### config.mk
export PLATFORM = sky130hd
export DESIGN_NAME = overwriting_ring_fifo_top
export DESIGN_NICKNAME = d
export VERILOG_FILES = /design/src/hw/rtl/orf_pkg.sv /design/src/hw/rtl/overwriting_ring_fifo_top.sv /design/src/hw/rtl/orf_ctrl.sv /design/src/hw/rtl/orf_dp.sv
export SDC_FILE = /design/constraint.sdc
export NUM_CORES = 1
export LEC_CHECK = 0
export CAP_MARGIN = 15
export CORE_ASPECT_RATIO = 1.1
export CORE_MARGIN = 10
export CORE_UTILIZATION = 63
export DETAILED_ROUTE_END_ITERATION = 7
export DONT_BUFFER_PORTS = 1
export GPL_TIMING_DRIVEN = 0
export PLACE_DENSITY_LB_ADDON = 0.05
export SLEW_MARGIN = 0
export SYNTH_ARGS = -nofsm -noshare
export SYNTH_HDL_FRONTEND = slang
export SYNTH_HIERARCHICAL = 1
export SYNTH_SLANG_ARGS = --single-unit
### constraint.sdc
create_clock -name clk -period 10.8 [get_ports clk]
set_input_delay 2.16 -clock clk [delete_from_list [all_inputs] [get_ports clk]]
set_output_delay 2.16 -clock clk [all_outputs]
set_load 0.1 [all_outputs]
### src/hw/rtl/orf_pkg.sv
// ============================================================================
// orf_pkg
// Shared types and constants for the overwriting ring FIFO.
// ============================================================================
`default_nettype none

package orf_pkg;

    localparam int DEPTH_DEFAULT     = 16;
    localparam int WORD_BITS_DEFAULT = 32;

    // request codes carried on the action field
    typedef enum logic [1:0] {
        ACT_PUT   = 2'd0,
        ACT_GET   = 2'd1,
        ACT_CLEAR = 2'd2,
        ACT_NOP   = 2'd3
    } action_t;

    typedef enum logic {
        ST_IDLE,
        ST_READ
    } state_t;

    // controller -> datapath
    typedef struct packed {
        logic put;
        logic get;
        logic clear;
        logic cfg_write;
        logic load_status;
        logic load_read;
    } orf_cmd_t;

    // datapath -> controller
    typedef struct packed {
        logic out_valid;
        logic empty;
    } orf_status_t;

endpackage : orf_pkg

`default_nettype wire

### src/hw/rtl/overwriting_ring_fifo_top.sv
// ============================================================================
// overwriting_ring_fifo_top
// Circular FIFO that overwrites its oldest word when a put finds it full.
// ============================================================================
// Usage:
//   Input channel (in_valid/in_ready) carries one request word: action
//   (put, get, clear; code 3 is a no-op) and write_word for a put.
//   Output channel (out_valid/out_ready) returns exactly one result word per
//   request: read_word/read_valid for a get, plus occupancy, is_empty and
//   is_full after the action.
//   Config channel (cfg_valid/cfg_ready) writes the capacity (clamped to
//   1..DEPTH) and empties the buffer; stored words are kept. Write it only
//   while no request is in flight.
// Timing:
//   put, clear, no-op and a get on an empty buffer: result in the cycle after
//   accept; one request per cycle if the output drains and cfg_valid is low.
//   get with data: registered memory read, then the result register.
//   A new request is taken while a result still sits in the output register
//   if that result is being drained the same cycle.
// Reset: pointers and full flag cleared, capacity = DEPTH, memory untouched.
// Stall: a stalled output holds its word; no new request is taken until the
//   output register frees.
// ============================================================================
`default_nettype none

module overwriting_ring_fifo_top
    import orf_pkg::*;
#(
    parameter int DEPTH     = DEPTH_DEFAULT,
    parameter int WORD_BITS = WORD_BITS_DEFAULT,
    localparam int CAP_W    = $clog2(DEPTH + 1)
)
(
    input  wire logic                 clk,
    input  wire logic                 rst_n,
    // request channel
    input  wire logic                 in_valid,
    output logic                      in_ready,
    input  wire logic [1:0]           action,
    input  wire logic [WORD_BITS-1:0] write_word,
    // result channel
    output logic                      out_valid,
    input  wire logic                 out_ready,
    output logic [WORD_BITS-1:0]      read_word,
    output logic                      read_valid,
    output logic [CAP_W-1:0]          occupancy,
    output logic                      is_empty,
    output logic                      is_full,
    // capacity write channel
    input  wire logic                 cfg_valid,
    output logic                      cfg_ready,
    input  wire logic [CAP_W-1:0]     cfg_data
);

    orf_cmd_t    cmd;
    orf_status_t status;

    // sequencer: decodes requests, owns the read-wait state
    orf_ctrl u_ctrl (
        .clk       (clk),
        .rst_n     (rst_n),
        .in_valid  (in_valid),
        .in_ready  (in_ready),
        .action    (action),
        .cfg_valid (cfg_valid),
        .cfg_ready (cfg_ready),
        .out_ready (out_ready),
        .status    (status),
        .cmd       (cmd)
    );

    // pointers, memory and the output word register
    orf_dp #(
        .DEPTH     (DEPTH),
        .WORD_BITS (WORD_BITS)
    ) u_dp (
        .clk        (clk),
        .rst_n      (rst_n),
        .cmd        (cmd),
        .write_word (write_word),
        .cfg_data   (cfg_data),
        .out_ready  (out_ready),
        .status     (status),
        .out_valid  (out_valid),
        .read_word  (read_word),
        .read_valid (read_valid),
        .occupancy  (occupancy),
        .is_empty   (is_empty),
        .is_full    (is_full)
    );

endmodule : overwriting_ring_fifo_top

`default_nettype wire

### src/hw/rtl/orf_ctrl.sv
// ============================================================================
// orf_ctrl
// Request sequencer: handshakes and command decode for the datapath.
// ============================================================================
`default_nettype none

module orf_ctrl
    import orf_pkg::*;
(
    input  wire logic        clk,
    input  wire logic        rst_n,
    input  wire logic        in_valid,
    output logic             in_ready,
    input  wire logic [1:0]  action,
    input  wire logic        cfg_valid,
    output logic             cfg_ready,
    input  wire logic        out_ready,
    input  wire orf_status_t status,
    output orf_cmd_t         cmd
);

    state_t  state_reg;
    state_t  state_next;
    action_t act;
    logic    in_fire;
    logic    slot_free;

    assign act = action_t'(action);

    always_ff @(posedge clk or negedge rst_n)
    begin
        if (!rst_n)
        begin
            state_reg <= ST_IDLE;
        end
        else
        begin
            state_reg <= state_next;
        end
    end

    // next state: a get that finds data moves to ST_READ for the memory read
    always_comb
    begin
        state_next = state_reg;
        unique case (state_reg)
            ST_IDLE:
            begin
                if (in_fire && act == ACT_GET && !status.empty)
                begin
                    state_next = ST_READ;
                end
            end
            ST_READ:
            begin
                state_next = ST_IDLE;
            end
            default:
            begin
                state_next = ST_IDLE;
            end
        endcase
    end

    // outputs
    always_comb
    begin
        slot_free = !status.out_valid || out_ready;
        in_ready  = 1'b0;
        cfg_ready = 1'b0;
        unique case (state_reg)
            ST_IDLE:
            begin
                cfg_ready = 1'b1;
                in_ready  = slot_free && !cfg_valid;
            end
            ST_READ:
            begin
                in_ready  = 1'b0;
                cfg_ready = 1'b0;
            end
            default:
            begin
                in_ready  = 1'b0;
                cfg_ready = 1'b0;
            end
        endcase

        in_fire         = in_valid && in_ready;
        cmd.put         = in_fire && act == ACT_PUT;
        cmd.get         = in_fire && act == ACT_GET && !status.empty;
        cmd.clear       = in_fire && act == ACT_CLEAR;
        cmd.cfg_write   = cfg_valid && cfg_ready;
        cmd.load_status = in_fire && !cmd.get;
        cmd.load_read   = (state_reg == ST_READ);
    end

endmodule : orf_ctrl

`default_nettype wire

### src/hw/rtl/orf_dp.sv
// ============================================================================
// orf_dp
// Pointers, capacity register, word memory and result register.
// ============================================================================
`default_nettype none

module orf_dp
    import orf_pkg::*;
#(
    parameter int DEPTH     = DEPTH_DEFAULT,
    parameter int WORD_BITS = WORD_BITS_DEFAULT,
    localparam int PTR_W    = $clog2(DEPTH),
    localparam int CAP_W    = $clog2(DEPTH + 1)
)
(
    input  wire logic                 clk,
    input  wire logic                 rst_n,
    input  wire orf_cmd_t             cmd,
    input  wire logic [WORD_BITS-1:0] write_word,
    input  wire logic [CAP_W-1:0]     cfg_data,
    input  wire logic                 out_ready,
    output orf_status_t               status,
    output logic                      out_valid,
    output logic [WORD_BITS-1:0]      read_word,
    output logic                      read_valid,
    output logic [CAP_W-1:0]          occupancy,
    output logic                      is_empty,
    output logic                      is_full
);

    localparam logic [CAP_W-1:0] CAP_MAX = CAP_W'(DEPTH);
    localparam logic [CAP_W-1:0] CAP_ONE = CAP_W'(1);

    logic [WORD_BITS-1:0] mem [DEPTH];

    logic [PTR_W-1:0]     wp_reg, wp_next;
    logic [PTR_W-1:0]     rp_reg, rp_next;
    logic                 full_reg, full_next;
    logic [CAP_W-1:0]     cap_reg, cap_next;
    logic [WORD_BITS-1:0] rdata_reg;

    logic                 out_valid_reg, out_valid_next;
    logic [WORD_BITS-1:0] read_word_reg;
    logic                 read_valid_reg;
    logic [CAP_W-1:0]     occ_reg;
    logic                 empty_reg;
    logic                 full_out_reg;

    logic [PTR_W-1:0]     wp_adv, rp_adv;
    logic [CAP_W-1:0]     occ_next;

    // wrap by compare against the capacity
    function automatic logic [PTR_W-1:0] advance(input logic [PTR_W-1:0] p,
                                                 input logic [CAP_W-1:0] cap);
        logic [CAP_W-1:0] n;
        n = CAP_W'(p) + CAP_ONE;
        return (n >= cap) ? '0 : n[PTR_W-1:0];
    endfunction

    assign wp_adv = advance(wp_reg, cap_reg);
    assign rp_adv = advance(rp_reg, cap_reg);

    always_comb
    begin
        wp_next   = wp_reg;
        rp_next   = rp_reg;
        full_next = full_reg;
        cap_next  = cap_reg;
        if (cmd.cfg_write)
        begin
            wp_next   = '0;
            rp_next   = '0;
            full_next = 1'b0;
            if (cfg_data == '0)
            begin
                cap_next = CAP_ONE;
            end
            else if (cfg_data > CAP_MAX)
            begin
                cap_next = CAP_MAX;
            end
            else
            begin
                cap_next = cfg_data;
            end
        end
        else if (cmd.put)
        begin
            wp_next   = wp_adv;
            rp_next   = full_reg ? rp_adv : rp_reg;
            full_next = (wp_adv == rp_next);
        end
        else if (cmd.get)
        begin
            rp_next   = rp_adv;
            full_next = 1'b0;
        end
        else if (cmd.clear)
        begin
            wp_next   = rp_reg;
            full_next = 1'b0;
        end
    end

    // occupancy after the update; in the read cycle nothing moves
    always_comb
    begin
        if (full_next)
        begin
            occ_next = cap_next;
        end
        else if (wp_next >= rp_next)
        begin
            occ_next = CAP_W'(wp_next) - CAP_W'(rp_next);
        end
        else
        begin
            occ_next = cap_next + CAP_W'(wp_next) - CAP_W'(rp_next);
        end
    end

    always_comb
    begin
        if (cmd.load_status || cmd.load_read)
        begin
            out_valid_next = 1'b1;
        end
        else if (out_ready)
        begin
            out_valid_next = 1'b0;
        end
        else
        begin
            out_valid_next = out_valid_reg;
        end
    end

    always_ff @(posedge clk or negedge rst_n)
    begin
        if (!rst_n)
        begin
            wp_reg        <= '0;
            rp_reg        <= '0;
            full_reg      <= 1'b0;
            cap_reg       <= CAP_MAX;
            out_valid_reg <= 1'b0;
        end
        else
        begin
            wp_reg        <= wp_next;
            rp_reg        <= rp_next;
            full_reg      <= full_next;
            cap_reg       <= cap_next;
            out_valid_reg <= out_valid_next;
        end
    end

    // word memory: one write port, one registered read port
    always_ff @(posedge clk)
    begin
        if (cmd.put)
        begin
            mem[wp_reg] <= write_word;
        end
        if (cmd.get)
        begin
            rdata_reg <= mem[rp_reg];
        end
    end

    // result register
    always_ff @(posedge clk)
    begin
        if (cmd.load_status || cmd.load_read)
        begin
            read_word_reg  <= cmd.load_read ? rdata_reg : '0;
            read_valid_reg <= cmd.load_read;
            occ_reg        <= occ_next;
            empty_reg      <= (occ_next == '0);
            full_out_reg   <= (occ_next == cap_next);
        end
    end

    assign status.out_valid = out_valid_reg;
    assign status.empty     = !full_reg && (wp_reg == rp_reg);

    assign out_valid  = out_valid_reg;
    assign read_word  = read_word_reg;
    assign read_valid = read_valid_reg;
    assign occupancy  = occ_reg;
    assign is_empty   = empty_reg;
    assign is_full    = full_out_reg;

endmodule : orf_dp

`default_nettype wire
Yosys cells after proc, flatten, opt, wreduce, memory -nomap -nowiden
Memory sizes are Yosys's and may differ from the RTL's. A register that Yosys moved wholly into a read port is not among the register bits.
Cells that the tools add are included.

storage, ports and cells
  memories kept = 1
  output and inout bits = 43
  register bits = 56
  word-level logic and storage cells = 74
  input port bits = 44
  memory bits (writable) = 512

cells by class
  eq/ne operators = 5
  order comparisons = 4
  bitwise operators = 1
  multiplexer cells = 27
  reduce and logical (&&, ||, !) cells = 20
  add/sub/neg operators = 5

memory list
  memory    depth  width  rd ports  clocked after Yosys merged registers in  wr ports  RTL line      RTL
  u_dp.mem  16     32     1         1                                        1         orf_dp.sv:34  logic [WORD_BITS-1:0] mem [DEPTH];

operator list
  operator               count
  $mux W4                10
  $mux W5                5
  $add A4 B1 Y5 const B  2
  $ge A5 B5 Y1           2
  $logic_not A5 Y1       2
  $logic_and A1 B1 Y1    9
  $mux W1                9
  $eq A4 B4 Y1           2
  $pmux W1 S2            3
  $add A5 B4 Y5          1
  $eq A5 B5 Y1           1
  $gt A5 B5 Y1 const B   1
  $logic_not A1 Y1       5
  $sub A4 B4 Y5          1
  $sub A5 B4 Y5          1
  $ge A4 B4 Y1           1
  $eq A2 B1 Y1 const B   1
  $eq A2 B2 Y1 const B   1
  $logic_not A2 Y1       1
  $logic_or A1 B1 Y1     2
  $reduce_bool A2 Y1     1
  $not A1 Y1             1

Logic depth before layout (Yosys ltp)
Gate-level depths: netlist of run 1.

  word-level depth = 15
  mapped depth = 23
  gate-level depth less buffers = 20

Hierarchy
The synthesis of run 1 kept the hierarchy.

by module, submodules not included
  module    area an instance (µm²)  sequential area each (µm²)  cells each  instances
  orf_dp    23660.2                 17913.4                     1072        1
  orf_ctrl  150.1                   25.0                        17          1

Least setup slack after synthesis of run 1
Ideal clock, no wire load.

  path kind = input -> register
  start point = input port cfg_valid
  end point = register u_dp.full_out_reg (netlist: u_dp/is_full) (data pin)
  stages on the path = 16
  library setup time = 259 ps
  required time = 10541 ps
  path slack = 1406 ps
  arrival time = 9135 ps
  buffers on the path = 1
  path through = or2_1 > buf_6 > nor4_1 > mux2i_1 > a21oi_1 > or2_1 > inv_2 > fa_1 > inv_1 > fa_1 > a21o_1 > a21oi_1 > xnor2_1 > a21oi_1 > xnor2_1 > a31o_1

RTL lines
  item                    RTL line                         RTL
  start: declaration      overwriting_ring_fifo_top.sv:50  input wire logic cfg_valid,
  end signal: assignment  orf_dp.sv:180                    full_out_reg <= (occ_next == cap_next);
  end: declaration        orf_dp.sv:47                     logic full_out_reg;

==> results.sh, run 1 <==
export IMPL_run_status="completed"
export IMPL_holdBufCountCts=0
export IMPL_timing_final_max_slew_violations=0
export IMPL_report_final_setup_viol=0
export IMPL_worstHoldPathType="reg -> reg"
export IMPL_clkSlewWorstSetupHoldPaths_ns=0.06
export IMPL_area_growth_syn_to_layout_pct=11.6
export IMPL_synthesis_yosys_warnings=6
export IMPL_synth_seq_area_share_pct=75.3
export IMPL_final_min_clock_period_ns=6.28
export IMPL_regToRegSetupSlack_ns=4.52
export IMPL_die_x_um=205
export IMPL_ffs_w_async_s_r_synth_pct=2.67
export IMPL_whs_path_depth=1
export IMPL_highest_metal_layer_with_signal_wires="met4"
export IMPL_total_negative_slack_ns=0
export IMPL_finalCritPeriodShare_pct=58.2
export IMPL_max_freq_ghz=0.159
export IMPL_number_of_flip_flops_under_the_largest_register_name=512
export IMPL_timing_critical_path_required_ns=11.13
export IMPL_synth_largest_type_area_fraction_pct=73.7
export IMPL_dp_hpwl_mm=31.0
export IMPL_final_hold_viol_count=0
export IMPL_critical_path_startpoint_type="register"
export IMPL_ir_worst_vdd_v=0.000135
export IMPL_avgRoutedWirePerCell_um=29.9
export IMPL_drt_vias_per_instance=6.45
export IMPL_design_final_nets=1244
export IMPL_max_cap_violations=0
export IMPL_postCtsSetupBuffers=0
export IMPL_final_cell_count_no_fill=1709
export IMPL_clock_skew_final_ns=0.0221
export IMPL_n_fill_cell=2210
export IMPL_postSynthNetCount=1162
export IMPL_end_kind="register"
export IMPL_place_gp_congestion=0.813
export IMPL_track_usage_pct=22.6
export IMPL_met3WireLength_mm=4.05
export IMPL_yosys_cell_count_top_type="sky130_fd_sc_hd__edfxtp_1"
export IMPL_worst_endpoint_arrival_ns=6.62
export IMPL_die_height_um=224
export IMPL_dieArea_um2=46000
export IMPL_port_buffer_count=0
export IMPL_synthDominantAreaCellType="sky130_fd_sc_hd__edfxtp_1"
export IMPL_totalWireLength_mm=51.2
export IMPL_max_slew_margin_pct=28.9
export IMPL_grt_pass1_vias=11237
export IMPL_antenna_found_initial=0
export IMPL_post_route_drc_count=0
export IMPL_worst_r2r_path_depth=23
export IMPL_hold_path_startpoint="u_dp/rdata_reg[29]"
export IMPL_hold_worst_slack_ns=0.525
export IMPL_grt_max_degree=26
export IMPL_critPathMaxFanout=10
export IMPL_predominant_post_synthesis_flop_cell="sky130_fd_sc_hd__edfxtp_1"
export IMPL_cts_sink_count=600
export IMPL_grt_setup_unrepaired="false"
export IMPL_number_of_enable_type_register_cells_in_the_synthesized_netlist=584
export IMPL_initial_utilization_pct=64.0
export IMPL_syn_inst=1089
export IMPL_numCtsBuffers=55
export IMPL_worstReg2RegStart="u_dp/rp_reg[1]"
export IMPL_fp_coreArea_um2=37200
export IMPL_clock_latency_ns=0.60
export IMPL_crit_path_kind="reg -> reg"
export IMPL_first_pass_grt_wire_length_mm=75.2
export IMPL_avgSynthCellArea_um2=21.9
export IMPL_placedCellCount=1606
export IMPL_max_clock_path_buffers=3
export IMPL_clockRootBuffer="sky130_fd_sc_hd__clkbuf_16"
export IMPL_drt_antenna_violating_nets=0
export IMPL_power_total_mw=4.53
export IMPL_cellLeakagePower_nw=8.45
export IMPL_whs_endpoint="u_dp/read_word[29]"
export IMPL_yosys_register_bits=600
export IMPL_num_io_pins=87
export IMPL_synthDistinctLibCells=60
export IMPL_floorplan_rows=74
export IMPL_post_route_cells_drive_above_1_share_pct=26.3
export IMPL_tritoncts_clock_tree="done"
export IMPL_total_length_of_routed_met2_wires_mm=25.4
export IMPL_vias_post_dr=11023
export IMPL_ys_top_cells_by_count="584 x sky130_fd_sc_hd__edfxtp_1, 160 x sky130_fd_sc_hd__mux4_2, 48 x sky130_fd_sc_hd__and2_1, 31 x sky130_fd_sc_hd__inv_1, 26 x sky130_fd_sc_hd__clkbuf_1"
export IMPL_initialDrtViolationCount=1070
export IMPL_synthTopCellsByArea="sky130_fd_sc_hd__edfxtp_1 74%, sky130_fd_sc_hd__mux4_2 15%, sky130_fd_sc_hd__dfrtp_1 1.6%"
export IMPL_worst_r2r_endpoint="u_dp/is_full"
export IMPL_synth_area_um2=23800
export IMPL_post_cts_resized=0
export IMPL_num_antenna_cells=0
export IMPL_htree_num_levels=2
export IMPL_tightest_slew_ns=1.07
export IMPL_gr_overflow_total=0
export IMPL_route_layer_met1_wl_mm=20.7
export IMPL_power_density_cell_area_nw_per_um2=170
export IMPL_drtPass1Iterations=5
per-layer routing:
metal  track usage [%]  up-vias
met2              36.3      479
met5                 0        -
met3              4.78       84
li1                  -     4635
met4              5.86        0
met1              31.4     5825
stage by stage:
stage	util, %	setup slack (ns)	area, µm²
global placement	65.6	-2.98	24400
global route	71.4	4.05	26600
finish	71.4	4.52	26600
CTS	71.3	4.50	26600
detailed placement	66.8	4.31	24900
floorplan	-	1.41	23800
cell families (layout without fill, tap and decap cells):
family	count (synthesis)	after routing	synth area share, %
xor gates and xnor gates	22	22	0.809
adders and majority gates	29	29	1.68
muxes	176	176	15.8
buffers and inverters	85	211	1.52
AOI/OAI and AO/OA	50	50	1.61
and+or+nand+nor	127	127	3.19
DFF	600	600	75.3
placed cells by master (no fill, tap or decap), types with 12 or more instances in the layout:
| cell | count |
|---|---|
| sky130_fd_sc_hd__xnor2_1 | 14 |
| sky130_fd_sc_hd__and2_1 | 32 |
| sky130_fd_sc_hd__mux2i_1 | 14 |
| sky130_fd_sc_hd__and2_2 | 16 |
| sky130_fd_sc_hd__inv_1 | 31 |
| sky130_fd_sc_hd__clkinv_2 | 12 |
| sky130_fd_sc_hd__dfrtp_1 | 15 |
| sky130_fd_sc_hd__mux4_2 | 160 |
| sky130_fd_sc_hd__clkbuf_16 | 57 |
| sky130_fd_sc_hd__nor2_1 | 15 |
| sky130_fd_sc_hd__ha_1 | 24 |
| sky130_fd_sc_hd__nand2_1 | 15 |
| sky130_fd_sc_hd__clkbuf_1 | 39 |
| sky130_fd_sc_hd__edfxtp_1 | 584 |
| sky130_fd_sc_hd__buf_12 | 16 |
area by class of cell:
type	instances	area [µm²]	area share, %
Multi-Input combinational cell	404	5540	20.8
Inverter	34	128	0.480
Tap cell	494	618	2.33
Clock inverter	30	214	0.805
Clock buffer	71	1490	5.60
Sequential cell	600	17900	67.5
Timing Repair Buffer	25	419	1.58
Buffer	51	234	0.880
how the worst max path moves through the flow:
stage	startpoint	to	slack [ns]	cells past startpoint
global route	u_dp/rp_reg[1]	u_dp/is_full	4.05	24
global placement	cfg_valid	u_dp/is_full	-2.98	17
detailed placement	cfg_valid	u_dp/is_full	4.31	18
CTS	u_dp/rp_reg[1]	u_dp/is_full	4.50	23
finish	u_dp/rp_reg[1]	u_dp/is_full	4.52	23
floorplan	cfg_valid	u_dp/is_full	1.41	16
worst max-delay path: stages, from the launching register on:
cell and delay [ns]:
sky130_fd_sc_hd__dfrtp_1 0.37, sky130_fd_sc_hd__buf_6 0.17, sky130_fd_sc_hd__clkbuf_1 0.42, sky130_fd_sc_hd__clkbuf_1 0.71, sky130_fd_sc_hd__xnor2_1 0.15, sky130_fd_sc_hd__nand3_1 0.10, sky130_fd_sc_hd__nor3_1 0.05, sky130_fd_sc_hd__or3b_1 0.40
sky130_fd_sc_hd__nor4_2 0.45, sky130_fd_sc_hd__buf_4 0.28, sky130_fd_sc_hd__nand2b_1 0.13, sky130_fd_sc_hd__clkbuf_1 0.27, sky130_fd_sc_hd__mux2i_1 0.12, sky130_fd_sc_hd__o22ai_1 0.20, sky130_fd_sc_hd__nand2b_1 0.14, sky130_fd_sc_hd__fa_1 0.55
sky130_fd_sc_hd__inv_1 0.06, sky130_fd_sc_hd__fa_1 0.40, sky130_fd_sc_hd__a21o_1 0.17, sky130_fd_sc_hd__a21oi_1 0.17, sky130_fd_sc_hd__xnor2_1 0.09, sky130_fd_sc_hd__a21oi_1 0.30, sky130_fd_sc_hd__xnor2_1 0.10, sky130_fd_sc_hd__a31o_1 0.23
report_power, final:
part           total, mW  internal, mW  switching [mW]  leakage (nW)
sequential          2.62          2.57          0.0578          5.48
combinational     0.0720        0.0300          0.0420          2.13
clock               1.83          1.02           0.813         0.836
total               4.53          3.62           0.913          8.45
(Power assumes the default switching activity.)
==> inputs of run 2 (changes only) <==
--- a/config.mk
+++ b/config.mk
@@ -5,6 +5,7 @@
 export SDC_FILE = /design/constraint.sdc
 export NUM_CORES = 1
 export LEC_CHECK = 0
+export ABC_AREA = 1
 export CAP_MARGIN = 15
 export CORE_ASPECT_RATIO = 1.1
 export CORE_MARGIN = 10
==> constraint.sdc (replaced) <==
create_clock -name clk -period 6.4 [get_ports clk]
set_input_delay 1.28 -clock clk [delete_from_list [all_inputs] [get_ports clk]]
set_output_delay 1.28 -clock clk [all_outputs]
set_load 0.1 [all_outputs]
==> run 2 against run 1 <==
Net effect:
- clock-buffer cell count stayed put
- area after synthesis is 2.4% higher
- hold slack worse by 0.16 ns
- global-route usage is 6.3 points higher
- critical path depth is 8 higher
- core utilization hardly changed
- critical endpoint unchanged
- flip-flop and latch count stayed put
- cell area is 2.6% higher
==> results.sh, run 2 <==
export IMPL_run_status="completed"
export IMPL_timing_critical_path_buf_inv=9
export IMPL_finalCritPeriodShare_pct=93.6
export IMPL_grt_setup_unrepaired="false"
export IMPL_placedCellCount=2452
export IMPL_synthesis_yosys_warnings=6
export IMPL_antenna_found_initial=1
export IMPL_die_height_um=226
export IMPL_num_antenna_cells=0
export IMPL_drtPass1Iterations=6
export IMPL_holdBufCountCts=0
export IMPL_critPathMostFrequentCell="sky130_fd_sc_hd__nand2_1"
export IMPL_pwr_share_clk_pct=38.5
export IMPL_power_switching_share_pct=23.7
export IMPL_max_clock_path_buffers=3
export IMPL_synthTopCellsByArea="sky130_fd_sc_hd__edfxtp_1 72%, sky130_fd_sc_hd__o21ai_0 6.4%, sky130_fd_sc_hd__nor2_1 5.5%"
export IMPL_synthDistinctLibCells=42
export IMPL_tightest_slew_ns=1.07
export IMPL_worst_endpoint_arrival_ns=6.46
export IMPL_final_hold_viol_count=0
export IMPL_timing_critical_path_from="u_dp/rp_reg[0]"
export IMPL_initial_utilization_pct=63.8
export IMPL_total_switching_power_mw=1.95
export IMPL_number_of_flip_flops_under_the_largest_register_name=512
export IMPL_ff_latch_area_um2=17900
export IMPL_post_route_drc_count=0
export IMPL_critical_path_startpoint_type="register"
export IMPL_total_length_of_routed_met2_wires_mm=33.3
export IMPL_worstReg2RegStart="u_dp/rp_reg[0]"
export IMPL_dieArea_um2=47000
export IMPL_drt_vias_per_instance=6.44
export IMPL_clkSlewWorstSetupHoldPaths_ns=0.06
export IMPL_avgSynthCellArea_um2=12.6
export IMPL_hold_worst_slack_ns=0.366
export IMPL_num_io_pins=87
export IMPL_clock_skew_final_ns=0.0210
export IMPL_ir_worst_vdd_v=0.000333
export IMPL_most_common_layout_cells="584 x sky130_fd_sc_hd__edfxtp_1, 337 x sky130_fd_sc_hd__nor2_1, 312 x sky130_fd_sc_hd__o21ai_0"
export IMPL_totalWireLength_mm=68.4
export IMPL_timing_critical_path_required_ns=6.87
export IMPL_grt_max_degree=27
export IMPL_avgRoutedWirePerCell_um=26.8
export IMPL_dp_hpwl_mm=44.7
export IMPL_met3WireLength_mm=7.24
export IMPL_comb_power_share_pct=7.1
export IMPL_number_of_enable_type_register_cells_in_the_synthesized_netlist=584
export IMPL_synth_area_um2=24400
export IMPL_clock_latency_ns=0.62
export IMPL_final_common_cell="sky130_fd_sc_hd__edfxtp_1"
export IMPL_port_buffer_count=0
export IMPL_timing_critical_path_slowest_stage_cell="sky130_fd_sc_hd__a311oi_1"
export IMPL_internal_power_mw=6.30
export IMPL_final_cell_count_no_fill=2556
export IMPL_place_gp_congestion=0.876
export IMPL_n_fill_cell=2534
export IMPL_design_final_nets=2085
export IMPL_crit_path_kind="reg -> reg"
export IMPL_yosys_register_bits=600
export IMPL_max_freq_ghz=0.167
export IMPL_highest_metal_layer_with_signal_wires="met5"
export IMPL_drt_antenna_violating_nets=0
export IMPL_max_slew_margin_pct=28.8
export IMPL_numCtsBuffers=57
export IMPL_area_occupied_by_multi_input_gates_um2=5630
export IMPL_post_route_cells_drive_above_1_share_pct=7.93
export IMPL_report_final_setup_viol=0
export IMPL_ffs_w_async_s_r_synth_pct=2.67
export IMPL_power_density_cell_area_nw_per_um2=303
export IMPL_cellLeakagePower_nw=9.49
export IMPL_end_kind="register"
export IMPL_gr_overflow_total=0
export IMPL_max_cap_violations=0
export IMPL_timing_final_max_slew_violations=0
export IMPL_clockRootBuffer="sky130_fd_sc_hd__clkbuf_16"
export IMPL_track_usage_pct=28.9
export IMPL_share_seq_of_total_power_pct=54.4
export IMPL_fp_coreArea_um2=38200
export IMPL_syn_inst=1934
export IMPL_synth_largest_type_area_fraction_pct=72.0
export IMPL_worstHoldPathType="in -> async"
export IMPL_crit_family="buffers and inverters"
export IMPL_critPathMaxFanout=21
export IMPL_route_layer_met1_wl_mm=25.3
export IMPL_first_pass_grt_wire_length_mm=101
export IMPL_area_growth_syn_to_layout_pct=11.9
export IMPL_cts_sink_count=600
export IMPL_final_min_clock_period_ns=5.99
export IMPL_floorplan_rows=75
export IMPL_synthDominantAreaCellType="sky130_fd_sc_hd__edfxtp_1"
export IMPL_power_total_mw=8.25
export IMPL_worst_path_largest_cell_delay_ns=0.55
export IMPL_tritoncts_clock_tree="done"
export IMPL_synth_seq_area_share_pct=73.6
export IMPL_initialDrtViolationCount=2341
export IMPL_vias_post_dr=16451
export IMPL_grt_pass1_vias=15959
export IMPL_htree_num_levels=2
export IMPL_ys_top_cells_by_count="584 x sky130_fd_sc_hd__edfxtp_1, 355 x sky130_fd_sc_hd__nor2_1, 312 x sky130_fd_sc_hd__o21ai_0, 155 x sky130_fd_sc_hd__o22ai_1, 129 x sky130_fd_sc_hd__nand2_1"
export IMPL_predominant_post_synthesis_flop_cell="sky130_fd_sc_hd__edfxtp_1"
export IMPL_yosys_cell_count_top_type="sky130_fd_sc_hd__edfxtp_1"
export IMPL_postSynthNetCount=2007
export IMPL_die_x_um=208
-- run 2: cell count changes in the layout (fill, tap and decap cells not counted), sizes merged, moves of 78 or more --
cell | previous run | this run
inv | 35 | 113
mux4 | 160 | 0
nand2 | 15 | 137
nor2 | 16 | 359
o21ai | 15 | 318
o22ai | 4 | 155
-- run 2: power groups by stage --
stage	combinational [mW]	sequential, mW	clock (mW)
final	0.586	4.49	3.18
after detailed placement	0.570	4.57	0
after global routing	0.640	4.49	3.35
after floorplan	0.373	4.57	0
after global placement	0.547	4.57	0
after CTS	0.573	4.49	3.20
-- run 2: final timing paths --
| kind | slack, ns | end | cells after the start |
|---|---|---|---|
| setup / recovery | 0.41 | u_dp/is_full | 31 |
| hold / removal | 0.37 | u_dp/wp_reg[3] | 0 |
| setup reg to reg | 0.41 | u_dp/is_full | 31 |
| hold reg to reg | 0.50 | u_dp/read_word[25] | 2 |
| max in group asynchronous | 5.86 | u_dp/cap_reg[4] | 0 |
| min in group clk | 0.50 | u_dp/read_word[25] | 2 |
-- run 2: cell type report --
type	count	share of cell area (%)
buffer	119	1.85
clock inverter	32	0.881
sequential	600	65.8
multi-input combinational	1100	20.6
clock buffer	71	5.50
inverter	115	1.60
tap	500	2.29
timing repair buffer	19	1.49
-- run 2: kinds of logic (layout without fill, tap and decap cells) --
logic type / Yosys count / after routing / share of synthesized area [%]
AND/OR/NAND/NOR: 545 / 545 / 8.88
adder cells (fa/ha/maj): 29 / 29 / 1.64
buffers and inverters: 234 / 356 / 3.86
XOR/XNOR: 6 / 6 / 0.246
AO/OA/AOI/OAI: 520 / 520 / 11.8
flip-flops: 600 / 600 / 73.6
-- run 2: what timing repair did --
action | 4_1_cts | 5_1_grt
resized for setup | 1 | 0
buffers inserted | 0 | 1
endpoints found under the setup margin | 1 | 4
pin swaps | 0 | 1
-- run 2: stage by stage --
step | worst slack [ns] | utilization [%] | TNS [ns] | area (µm²)
CTS | 0.0607 | 71.4 | 0 | 27300
detailed placement | -0.00852 | 66.8 | -0.00852 | 25500
floorplan | 0.381 | - | 0 | 24400
global placement | -2.61 | 65.5 | -20.61 | 25000
global route | 0.0600 | 71.4 | 0 | 27300
finish | 0.408 | 71.4 | 0 | 27300
-- run 2: routing by layer --
layer  track usage, %  vias up
li1                 -     7170
met3             5.37      182
met4             11.5        2
met5                0        -
met1             36.9     8024
met2             48.3     1073
